===== config.mk =====
export PLATFORM = sky130hd
export DESIGN_NAME = alpha_fade_crossfade_sequencer_core_flat
export DESIGN_NICKNAME = d
export VERILOG_FILES = /design/src/hdl/afcs_pkg.sv /design/src/hdl/afcs_in_if.sv /design/src/hdl/afcs_out_if.sv /design/src/hdl/alpha_fade_crossfade_sequencer_core.sv /design/src/hdl/afcs_div.sv /design/src/flat_wrapper.sv
export SDC_FILE = /design/constraint.sdc
export NUM_CORES = 1
export LEC_CHECK = 0
export BUFFER_PORTS_ARGS = -buffer_cell sky130_fd_sc_hd__clkbuf_2
export CAP_MARGIN = 0
export CORE_ASPECT_RATIO = 1.4
export CORE_UTILIZATION = 50
export DETAILED_ROUTE_END_ITERATION = 7
export PLACE_DENSITY_LB_ADDON = 0.08
export SKIP_LAST_GASP = 1
export SLEW_MARGIN = 20
export SYNTH_ARGS = -nofsm -noshare
export SYNTH_HDL_FRONTEND = slang
export SYNTH_SLANG_ARGS = --single-unit

===== constraint.sdc =====
create_clock -name clk -period 7.5 [get_ports clk]
set_input_delay 1.125 -clock clk [delete_from_list [all_inputs] [get_ports clk]]
set_output_delay 1.125 -clock clk [all_outputs]
set_load 0.1 [all_outputs]

===== src/hdl/afcs_pkg.sv =====
// ----------------------------------------------------------------------------
// afcs_pkg
// shared types and constants of the fade overlay sequencer
// ----------------------------------------------------------------------------
package afcs_pkg;

  localparam int unsigned LEN_W   = 16;
  localparam int unsigned FRAME_W = LEN_W + 1;
  localparam int unsigned NUM_W   = 25;
  localparam int unsigned DEN_W   = LEN_W + 1;
  localparam int unsigned ALPHA_W = 8;
  localparam int unsigned COMP_W  = 8;
  localparam int unsigned KIND_W  = 3;

  localparam logic [KIND_W-1:0] KIND_TICK  = 3'd0;
  localparam logic [KIND_W-1:0] KIND_FADE  = 3'd1;
  localparam logic [KIND_W-1:0] KIND_CROSS = 3'd2;
  localparam logic [KIND_W-1:0] KIND_CLEAR = 3'd3;
  localparam logic [KIND_W-1:0] KIND_RESET = 3'd4;

  localparam logic [ALPHA_W-1:0] ALPHA_FULL = 8'hFF;

  typedef struct packed {
    logic             start;
    logic [NUM_W-1:0] num;
    logic [DEN_W-1:0] den;
  } div_req_t;

  typedef struct packed {
    logic               done;
    logic [ALPHA_W-1:0] quot;
  } div_rsp_t;

endpackage


===== src/hdl/afcs_in_if.sv =====
// ----------------------------------------------------------------------------
// afcs_in_if
// request channel of the fade overlay sequencer
// ----------------------------------------------------------------------------
interface afcs_in_if;

  logic                         valid;
  logic                         ready;
  logic [afcs_pkg::KIND_W-1:0]  kind;
  logic                         direction_in;
  logic [afcs_pkg::LEN_W-1:0]   first_length;
  logic [afcs_pkg::LEN_W-1:0]   hold_frames;
  logic [afcs_pkg::LEN_W-1:0]   second_length;
  logic [afcs_pkg::COMP_W-1:0]  red_in;
  logic [afcs_pkg::COMP_W-1:0]  green_in;
  logic [afcs_pkg::COMP_W-1:0]  blue_in;

  modport source (
    output valid, kind, direction_in, first_length, hold_frames, second_length,
           red_in, green_in, blue_in,
    input  ready
  );

  modport sink (
    input  valid, kind, direction_in, first_length, hold_frames, second_length,
           red_in, green_in, blue_in,
    output ready
  );

endinterface


===== src/hdl/afcs_out_if.sv =====
// ----------------------------------------------------------------------------
// afcs_out_if
// status channel of the fade overlay sequencer
// ----------------------------------------------------------------------------
interface afcs_out_if;

  logic                          valid;
  logic                          ready;
  logic [afcs_pkg::ALPHA_W-1:0]  alpha;
  logic                          busy_res;
  logic                          fully_out;
  logic                          visible;
  logic [afcs_pkg::COMP_W-1:0]   red_out;
  logic [afcs_pkg::COMP_W-1:0]   green_out;
  logic [afcs_pkg::COMP_W-1:0]   blue_out;

  modport source (
    output valid, alpha, busy_res, fully_out, visible, red_out, green_out, blue_out,
    input  ready
  );

  modport sink (
    input  valid, alpha, busy_res, fully_out, visible, red_out, green_out, blue_out,
    output ready
  );

endinterface


===== src/hdl/alpha_fade_crossfade_sequencer_core.sv =====
// ----------------------------------------------------------------------------
// alpha_fade_crossfade_sequencer_core
// fade overlay controller with crossfade sequencing
// ----------------------------------------------------------------------------
// Each request gives one status item. A tick that moves a running fade
// goes from acceptance to the status item in these steps: accept the
// request, form the numerator 510*n+L (less one in a fade in), eight steps
// of the restoring divider (one quotient bit a cycle), finish, and load the
// output register once any earlier status has been taken. Every other request
// goes from acceptance straight to that load. The block takes one request at a
// time and is ready again once the status sits in the output register, even while that status still waits to be taken.
module alpha_fade_crossfade_sequencer_core (
  input  logic        clk,
  input  logic        rst_n,
  afcs_in_if.sink     in_ch,
  afcs_out_if.source  out_ch
);

  localparam int unsigned LW = afcs_pkg::LEN_W;
  localparam int unsigned FW = afcs_pkg::FRAME_W;
  localparam int unsigned NW = afcs_pkg::NUM_W;
  localparam int unsigned AW = afcs_pkg::ALPHA_W;
  localparam int unsigned CW = afcs_pkg::COMP_W;

  typedef enum logic [3:0] {
    ST_IDLE = 4'b0001,
    ST_PREP = 4'b0010,
    ST_WAIT = 4'b0100,
    ST_DONE = 4'b1000
  } state_t;

  state_t         state_r, state_nxt;

  logic           fin_r, fout_r, cross_r;
  logic [FW-1:0]  frame_r;
  logic [LW-1:0]  phase_r, pause_r, in_len_r;
  logic [AW-1:0]  alpha_r;
  logic [CW-1:0]  red_r, green_r, blue_r;

  logic           out_valid_r;
  logic [AW-1:0]  out_alpha_r;
  logic           out_busy_r, out_full_r, out_vis_r;
  logic [CW-1:0]  out_red_r, out_green_r, out_blue_r;

  logic           accept;
  logic [FW-1:0]  frame_inc;
  logic           past_end;
  logic [FW-1:0]  hold_end;
  logic           cross_to_in;
  logic [LW-1:0]  first_len, second_len;
  logic [LW-1:0]  len_eff;
  logic [FW-1:0]  n_eff;
  logic [NW:0]    numer;
  logic           out_load;

  afcs_pkg::div_req_t div_req;
  afcs_pkg::div_rsp_t div_rsp;

  afcs_div u_div (
    .clk   (clk),
    .rst_n (rst_n),
    .req   (div_req),
    .rsp   (div_rsp)
  );

  assign accept     = in_ch.valid && in_ch.ready;
  assign in_ch.ready = (state_r == ST_IDLE);

  assign frame_inc  = (frame_r == {FW{1'b1}}) ? frame_r : frame_r + 1'b1;
  assign past_end   = (frame_inc > {1'b0, phase_r}) && (phase_r != '0);
  assign hold_end   = {1'b0, phase_r} + {1'b0, pause_r};
  assign cross_to_in = past_end && cross_r && fout_r && (frame_inc > hold_end);
  assign first_len  = (in_ch.first_length == '0) ? LW'(1) : in_ch.first_length;
  assign second_len = (in_ch.second_length == '0) ? LW'(1) : in_ch.second_length;

  // numerator of the rounded alpha division
  assign len_eff = (phase_r == '0) ? LW'(1) : phase_r;
  assign n_eff   = (frame_r > {1'b0, len_eff}) ? {1'b0, len_eff} : frame_r;
  assign numer   = ({n_eff, 9'b0} - {8'b0, n_eff, 1'b0})
                 + (NW+1)'(len_eff) - (NW+1)'(fin_r);

  assign div_req.start = (state_r == ST_PREP);
  assign div_req.num   = numer[NW-1:0];
  assign div_req.den   = {len_eff, 1'b0};

  assign out_load = (state_r == ST_DONE) && (!out_valid_r || out_ch.ready);

  always_comb begin
    state_nxt = state_r;
    unique case (state_r)
      ST_IDLE: begin
        if (accept) begin
          if (in_ch.kind == afcs_pkg::KIND_TICK && (fin_r || fout_r) && !past_end) begin
            state_nxt = ST_PREP;
          end else begin
            state_nxt = ST_DONE;
          end
        end
      end
      ST_PREP: state_nxt = ST_WAIT;
      ST_WAIT: begin
        if (div_rsp.done) begin
          state_nxt = ST_DONE;
        end
      end
      ST_DONE: begin
        if (out_load) begin
          state_nxt = ST_IDLE;
        end
      end
      default: state_nxt = ST_IDLE;
    endcase
  end

  always_ff @(posedge clk) begin
    if (!rst_n) begin
      state_r  <= ST_IDLE;
      fin_r    <= 1'b0;
      fout_r   <= 1'b0;
      cross_r  <= 1'b0;
      frame_r  <= '0;
      phase_r  <= '0;
      pause_r  <= '0;
      in_len_r <= '0;
      alpha_r  <= '0;
      red_r    <= '0;
      green_r  <= '0;
      blue_r   <= '0;
    end else begin
      state_r <= state_nxt;
      if (accept) begin
        case (in_ch.kind)
          afcs_pkg::KIND_TICK: begin
            if (fin_r || fout_r) begin
              frame_r <= cross_to_in ? '0 : frame_inc;
              if (past_end) begin
                if (cross_r) begin
                  if (cross_to_in) begin
                    phase_r <= in_len_r;
                    fin_r   <= 1'b1;
                    fout_r  <= 1'b0;
                  end else if (fin_r) begin
                    cross_r <= 1'b0;
                    fin_r   <= 1'b0;
                  end
                end else begin
                  fin_r  <= 1'b0;
                  fout_r <= 1'b0;
                end
              end
            end
          end
          afcs_pkg::KIND_FADE: begin
            phase_r <= first_len;
            fin_r   <= in_ch.direction_in;
            fout_r  <= !in_ch.direction_in;
            frame_r <= '0;
            red_r   <= in_ch.red_in;
            green_r <= in_ch.green_in;
            blue_r  <= in_ch.blue_in;
          end
          afcs_pkg::KIND_CROSS: begin
            pause_r  <= in_ch.hold_frames;
            in_len_r <= second_len;
            cross_r  <= 1'b1;
            phase_r  <= first_len;
            fin_r    <= 1'b0;
            fout_r   <= 1'b1;
            frame_r  <= '0;
            red_r    <= in_ch.red_in;
            green_r  <= in_ch.green_in;
            blue_r   <= in_ch.blue_in;
          end
          afcs_pkg::KIND_CLEAR: begin
            fin_r   <= 1'b0;
            fout_r  <= 1'b0;
            alpha_r <= '0;
            phase_r <= '0;
          end
          afcs_pkg::KIND_RESET: begin
            phase_r <= '0;
            cross_r <= 1'b0;
            alpha_r <= '0;
            fin_r   <= 1'b0;
            fout_r  <= 1'b0;
          end
          default: ;
        endcase
      end
      if (state_r == ST_WAIT && div_rsp.done) begin
        alpha_r <= fin_r ? afcs_pkg::ALPHA_FULL - div_rsp.quot : div_rsp.quot;
      end
    end
  end

  always_ff @(posedge clk) begin
    if (!rst_n) begin
      out_valid_r <= 1'b0;
    end else if (out_load) begin
      out_valid_r <= 1'b1;
    end else if (out_ch.ready) begin
      out_valid_r <= 1'b0;
    end
  end

  always_ff @(posedge clk) begin
    if (out_load) begin
      out_alpha_r <= alpha_r;
      out_busy_r  <= fin_r || fout_r;
      out_full_r  <= (alpha_r == afcs_pkg::ALPHA_FULL);
      out_vis_r   <= (alpha_r != '0) && (phase_r != '0);
      out_red_r   <= red_r;
      out_green_r <= green_r;
      out_blue_r  <= blue_r;
    end
  end

  assign out_ch.valid     = out_valid_r;
  assign out_ch.alpha     = out_alpha_r;
  assign out_ch.busy_res  = out_busy_r;
  assign out_ch.fully_out = out_full_r;
  assign out_ch.visible   = out_vis_r;
  assign out_ch.red_out   = out_red_r;
  assign out_ch.green_out = out_green_r;
  assign out_ch.blue_out  = out_blue_r;

endmodule


===== src/hdl/afcs_div.sv =====
// ----------------------------------------------------------------------------
// afcs_div
// restoring divider, one quotient bit per cycle, quotient below 256
// ----------------------------------------------------------------------------
module afcs_div (
  input  logic               clk,
  input  logic               rst_n,
  input  afcs_pkg::div_req_t req,
  output afcs_pkg::div_rsp_t rsp
);

  localparam int unsigned QW = afcs_pkg::ALPHA_W;
  localparam int unsigned DW = afcs_pkg::DEN_W;
  localparam int unsigned NW = afcs_pkg::NUM_W;
  localparam int unsigned CNT_W = $clog2(QW);
  localparam logic [CNT_W-1:0] CNT_LAST = CNT_W'(QW - 1);

  logic [DW-1:0]          rem_r;
  logic [QW-1:0]          low_r;
  logic [QW-1:0]          quot_r;
  logic [DW-1:0]          den_r;
  logic [CNT_W-1:0]       cnt_r;
  logic                   busy_r;
  logic                   done_r;

  logic [DW:0]            trial;
  logic                   fits;
  logic [DW:0]            diff;

  assign trial = {rem_r, low_r[QW-1]};
  assign fits  = trial >= {1'b0, den_r};
  assign diff  = trial - {1'b0, den_r};

  always_ff @(posedge clk) begin
    if (!rst_n) begin
      busy_r <= 1'b0;
      done_r <= 1'b0;
      cnt_r  <= '0;
    end else begin
      done_r <= !req.start && busy_r && (cnt_r == CNT_LAST);
      if (req.start) begin
        busy_r <= 1'b1;
        cnt_r  <= '0;
      end else if (busy_r) begin
        cnt_r <= cnt_r + 1'b1;
        if (cnt_r == CNT_LAST) begin
          busy_r <= 1'b0;
        end
      end
    end
  end

  always_ff @(posedge clk) begin
    if (req.start) begin
      rem_r  <= req.num[NW-1:QW];
      low_r  <= req.num[QW-1:0];
      den_r  <= req.den;
      quot_r <= '0;
    end else if (busy_r) begin
      rem_r  <= fits ? diff[DW-1:0] : trial[DW-1:0];
      low_r  <= {low_r[QW-2:0], 1'b0};
      quot_r <= {quot_r[QW-2:0], fits};
    end
  end

  assign rsp.done = done_r;
  assign rsp.quot = quot_r;

endmodule


===== src/flat_wrapper.sv =====
// flat-port wrapper written by rule: the top's interface ports become plain ports
module alpha_fade_crossfade_sequencer_core_flat 
  (clk, rst_n, in_ch_valid, in_ch_kind, in_ch_direction_in, in_ch_first_length, in_ch_hold_frames, in_ch_second_length, in_ch_red_in, in_ch_green_in, in_ch_blue_in, in_ch_ready, out_ch_valid, out_ch_alpha, out_ch_busy_res, out_ch_fully_out, out_ch_visible, out_ch_red_out, out_ch_green_out, out_ch_blue_out, out_ch_ready);
  afcs_in_if in_ch_i ();
  afcs_out_if out_ch_i ();
  input  logic clk;
  input  logic rst_n;
  input wire logic [$bits(in_ch_i.valid)-1:0] in_ch_valid;
  input wire logic [$bits(in_ch_i.kind)-1:0] in_ch_kind;
  input wire logic [$bits(in_ch_i.direction_in)-1:0] in_ch_direction_in;
  input wire logic [$bits(in_ch_i.first_length)-1:0] in_ch_first_length;
  input wire logic [$bits(in_ch_i.hold_frames)-1:0] in_ch_hold_frames;
  input wire logic [$bits(in_ch_i.second_length)-1:0] in_ch_second_length;
  input wire logic [$bits(in_ch_i.red_in)-1:0] in_ch_red_in;
  input wire logic [$bits(in_ch_i.green_in)-1:0] in_ch_green_in;
  input wire logic [$bits(in_ch_i.blue_in)-1:0] in_ch_blue_in;
  output wire logic [$bits(in_ch_i.ready)-1:0] in_ch_ready;
  output wire logic [$bits(out_ch_i.valid)-1:0] out_ch_valid;
  output wire logic [$bits(out_ch_i.alpha)-1:0] out_ch_alpha;
  output wire logic [$bits(out_ch_i.busy_res)-1:0] out_ch_busy_res;
  output wire logic [$bits(out_ch_i.fully_out)-1:0] out_ch_fully_out;
  output wire logic [$bits(out_ch_i.visible)-1:0] out_ch_visible;
  output wire logic [$bits(out_ch_i.red_out)-1:0] out_ch_red_out;
  output wire logic [$bits(out_ch_i.green_out)-1:0] out_ch_green_out;
  output wire logic [$bits(out_ch_i.blue_out)-1:0] out_ch_blue_out;
  input wire logic [$bits(out_ch_i.ready)-1:0] out_ch_ready;
  assign in_ch_i.valid = in_ch_valid;
  assign in_ch_i.kind = in_ch_kind;
  assign in_ch_i.direction_in = in_ch_direction_in;
  assign in_ch_i.first_length = in_ch_first_length;
  assign in_ch_i.hold_frames = in_ch_hold_frames;
  assign in_ch_i.second_length = in_ch_second_length;
  assign in_ch_i.red_in = in_ch_red_in;
  assign in_ch_i.green_in = in_ch_green_in;
  assign in_ch_i.blue_in = in_ch_blue_in;
  assign in_ch_ready = in_ch_i.ready;
  assign out_ch_valid = out_ch_i.valid;
  assign out_ch_alpha = out_ch_i.alpha;
  assign out_ch_busy_res = out_ch_i.busy_res;
  assign out_ch_fully_out = out_ch_i.fully_out;
  assign out_ch_visible = out_ch_i.visible;
  assign out_ch_red_out = out_ch_i.red_out;
  assign out_ch_green_out = out_ch_i.green_out;
  assign out_ch_blue_out = out_ch_i.blue_out;
  assign out_ch_i.ready = out_ch_ready;
  alpha_fade_crossfade_sequencer_core u_core (.clk(clk), .rst_n(rst_n), .in_ch(in_ch_i), .out_ch(out_ch_i));
endmodule

==> metrics.yaml <==
rsz0062_at_grt: "false"
grt_overflow: 0
n_fill_cell: 2304
switching_power_mw: 0.9064
antenna_found_initial: 0
reg2reg_depth: 26
maxCapViolCount: 0
mostFrequentLayoutCell: "nand2_1"
nNetsFinal: 1683
grt_usage: 0.2502
worstMarginPinSlew_ns: 1.035
numPortBuffers: 116
r2r_slack_ns: 1.14
core.rowCount: 68
pwr-share-clk: 0.327
post-cts-setup-buffer-count: 0
critical_path_class: "reg -> reg"
hold_viol_final: 0
slew_headroom: 0.3097
dieHeight_um: 189.3
drtPass1Iterations: 5
fin_crit_ns: 6.363
reg2reg_from: "u_core.phase_r[1]$_SDFFE_PN0P_"
ir_drop_mv: 0.1592
finalNonFillerCells: 1788
setup_viol: 0
crit_path_max_fanout: 23
cts-root-buf: "clkbuf_16"
dp_cells: 1756
multiInputGateArea_mm2: 0.007139
synth_edf_count: 76
antenna_cells: 0
layout_common_cells: "nand2_1 (199), ha_1 (132), dfxtp_1 (118)"
fin_crit_sh: 0.8484
leakage_nw: 6.244
area_delta_synth_final_pct: 10.44
synthArstFlopShare: 0
clock_latency_ns: 0.44
wirelength_um: 30730
clock_sinks: 194
hpwl_um: 23440
grt_max_degree: 75
syn_nets: 1613
vias_per_cell: 5.576
gp_congestion: 0.8643
cts_tree: "done"
io_pins: 117
clk_path_buf_depth: 2
cts_max_level: 4
route.vias.total: 9969
die_area_mm2: 0.02570
seqPwrFrac: 0.418
layout-drive-gt1-share: 0.1208
report.final.slew_viol_count: 0
hold_end: "u_core.out_ch.blue_out[2]$_DFFE_PP_"
clk_pin_slew_ns: 0.08
hold_class: "reg -> reg"
post_cts_resized: 0
tns_ns: 0
endpoint_kind: "flip-flop"
avgSynthCellArea_um2: 9.012
p_per_area_mw_per_mm2: 198.4
yosysUniqueCellTypes: 78
netlist_area_mm2: 0.01253
grt_first_pass_wirelength_um: 49910
route.detailed.drc: 0
initial_core_util: 0.5095
hold_path_depth: 0
wire_per_inst_um: 17.19
holdBufCountCts: 0
synthFlopType: "dfxtp_1"
rr_endpoint: "u_core.u_div.rem_r[15]$_DFFE_PP_"
ys_ff_latch: 194
p_int_mw: 1.839
grt_pass1_vias: 9760
die_w_um: 135.8
syn_inst: 1390
yosys_warnings: 0
pwr-share-comb: 0.255
cts_buffers: 17
swShare: 0.3302
drt_iter0_markers: 435
core_area_mm2: 0.02459
required_ns: 7.68
cp.arrival_ns: 6.54
max_freq_ghz: 0.1572
fin_skew_ns: 0.01261
ant_nets: 0
yosysSeqAreaShare: 0.3708
seqCellArea_mm2: 0.004644
hold_start: "u_core.blue_r[2]$_SDFFE_PN0P_"
status: "completed"
start_kind: "flip-flop"
==> layout make-up <==
type | count | area share
Timing Repair Buffer | 125 | 0.04685
Clock buffer | 19 | 0.03129
Sequential cell | 194 | 0.3357
Tap cell | 315 | 0.02849
Inverter | 117 | 0.03174
Clock inverter | 13 | 0.009858
Multi-Input combinational cell | 1005 | 0.5161
==> logic make-up after synthesis <==
kind of cell / count (synthesis) / share of synthesized area
adders and majority gates: 143 / 0.1494
other: 1 / 0.0002994
DFF: 194 / 0.3708
AOI/OAI and AO/OA: 328 / 0.1816
muxes: 23 / 0.01848
and+or+nand+nor: 442 / 0.1712
buffers and inverters: 191 / 0.06073
xor gates and xnor gates: 68 / 0.04754
==> Yosys cell counts (all sizes together) (6+ instances only) <==
| cell type | number | area, um^2 |
|---|---|---|
| nand2 | 199 | 747.0 |
| ha | 132 | 1652 |
| dfxtp | 118 | 2362 |
| inv | 117 | 439.2 |
| edfxtp | 76 | 2282 |
| nor2 | 64 | 240.2 |
| o21ai | 58 | 290.3 |
| a21boi | 57 | 427.9 |
| clkbuf | 57 | 216.5 |
| a21oi | 56 | 280.3 |
| a21o | 37 | 279.0 |
| xor2 | 36 | 315.3 |
| a22oi | 33 | 247.7 |
| nor2b | 32 | 200.2 |
| xnor2 | 32 | 280.3 |
| nand3 | 23 | 125.1 |
| mux2i | 22 | 220.2 |
| nor3 | 22 | 110.1 |
| and3 | 17 | 116.4 |
| buf | 17 | 105.1 |
| nand4 | 17 | 121.4 |
| o211a | 17 | 170.2 |
| nand2b | 16 | 100.1 |
| nor4 | 16 | 100.1 |
| a211oi | 13 | 102.6 |
| fa | 11 | 220.2 |
| o21bai | 8 | 60.06 |
| or3 | 8 | 50.05 |
| o211ai | 7 | 52.55 |
| a31oi | 6 | 37.54 |
| and2 | 6 | 37.54 |
| nand4b | 6 | 52.55 |
==> power by group through the flow <==
stage	Sequential, mW	Combinational (mW)	Clock, mW
floorplan	1.19	0.507	0
global placement	1.17	0.689	0
detailed placement	1.17	0.694	0
CTS	1.15	0.699	0.912
global route	1.15	0.784	0.952
finish	1.15	0.700	0.897
==> through the flow <==
step	hold slack (ns)	worst slack (ns)	area, um^2	total power [mW]	utilization
2_1_floorplan	0.4081	2.285	12530	1.701	-
3_3_place_gp	0.4109	1.430	13260	1.860	0.5394
3_5_place_dp	0.4146	1.303	13260	1.867	0.5394
4_1_cts	0.4271	1.229	13830	2.759	0.5625
5_1_grt	0.4406	0.6314	13830	2.887	0.5626
6_report	0.4294	1.137	13830	2.745	0.5626
==> layer usage <==
layer / track usage / routed length (um) / vias to the layer above
met1: 0.3009 / 13330 / 4725
li1: - / - / 5039
met5: 0 / 0 / -
met2: 0.4525 / 15920 / 161
met3: 0.02865 / 698 / 44
met4: 0.08773 / 777 / 0
==> critical path, cell delays in order (launching register included) <==
cell and delay (ns):
dfxtp_1 0.46, nor4_1 0.54, nand4_1 0.29, nand2b_1 0.27
ha_1 0.19, nor2b_1 0.04, o21ai_0 0.16, nand2_1 0.07
a21oi_1 0.14, a21oi_1 0.09, o22ai_2 0.36, buf_4 0.33
nor2_1 0.06, a21o_1 0.17, ha_1 0.27, inv_1 0.05
ha_1 0.30, ha_1 0.35, a211oi_1 0.27, o211ai_1 0.17
a41oi_1 0.38, o21ai_0 0.20, o41a_1 0.41, a211oi_1 0.27
xnor2_1 0.09, nand2_1 0.06, o21ai_0 0.07
==> worst max path at each step <==
stage                                       endpoint  slack (ns)                            from
detailed placement  u_core.u_div.rem_r[15]$_DFFE_PP_        1.30  u_core.phase_r[1]$_SDFFE_PN0P_
finish              u_core.u_div.rem_r[15]$_DFFE_PP_        1.14  u_core.phase_r[1]$_SDFFE_PN0P_
global placement    u_core.u_div.rem_r[14]$_DFFE_PP_        1.43  u_core.phase_r[1]$_SDFFE_PN0P_
global route        u_core.u_div.rem_r[14]$_DFFE_PP_        0.63  u_core.phase_r[1]$_SDFFE_PN0P_
CTS                 u_core.u_div.rem_r[15]$_DFFE_PP_        1.23  u_core.phase_r[1]$_SDFFE_PN0P_
floorplan           u_core.u_div.rem_r[14]$_DFFE_PP_        2.29  u_core.phase_r[1]$_SDFFE_PN0P_
==> flip-flops by register name, indices dropped and copies added (netlist names), 16 cells and up <==
name                count
u_core.frame_r         17
u_core.u_div.rem_r     17
u_core.in_len_r        16
u_core.phase_r         16
u_core.u_div.den_r     16
u_core.pause_r         16
Power figures use the tool's default switching activity.
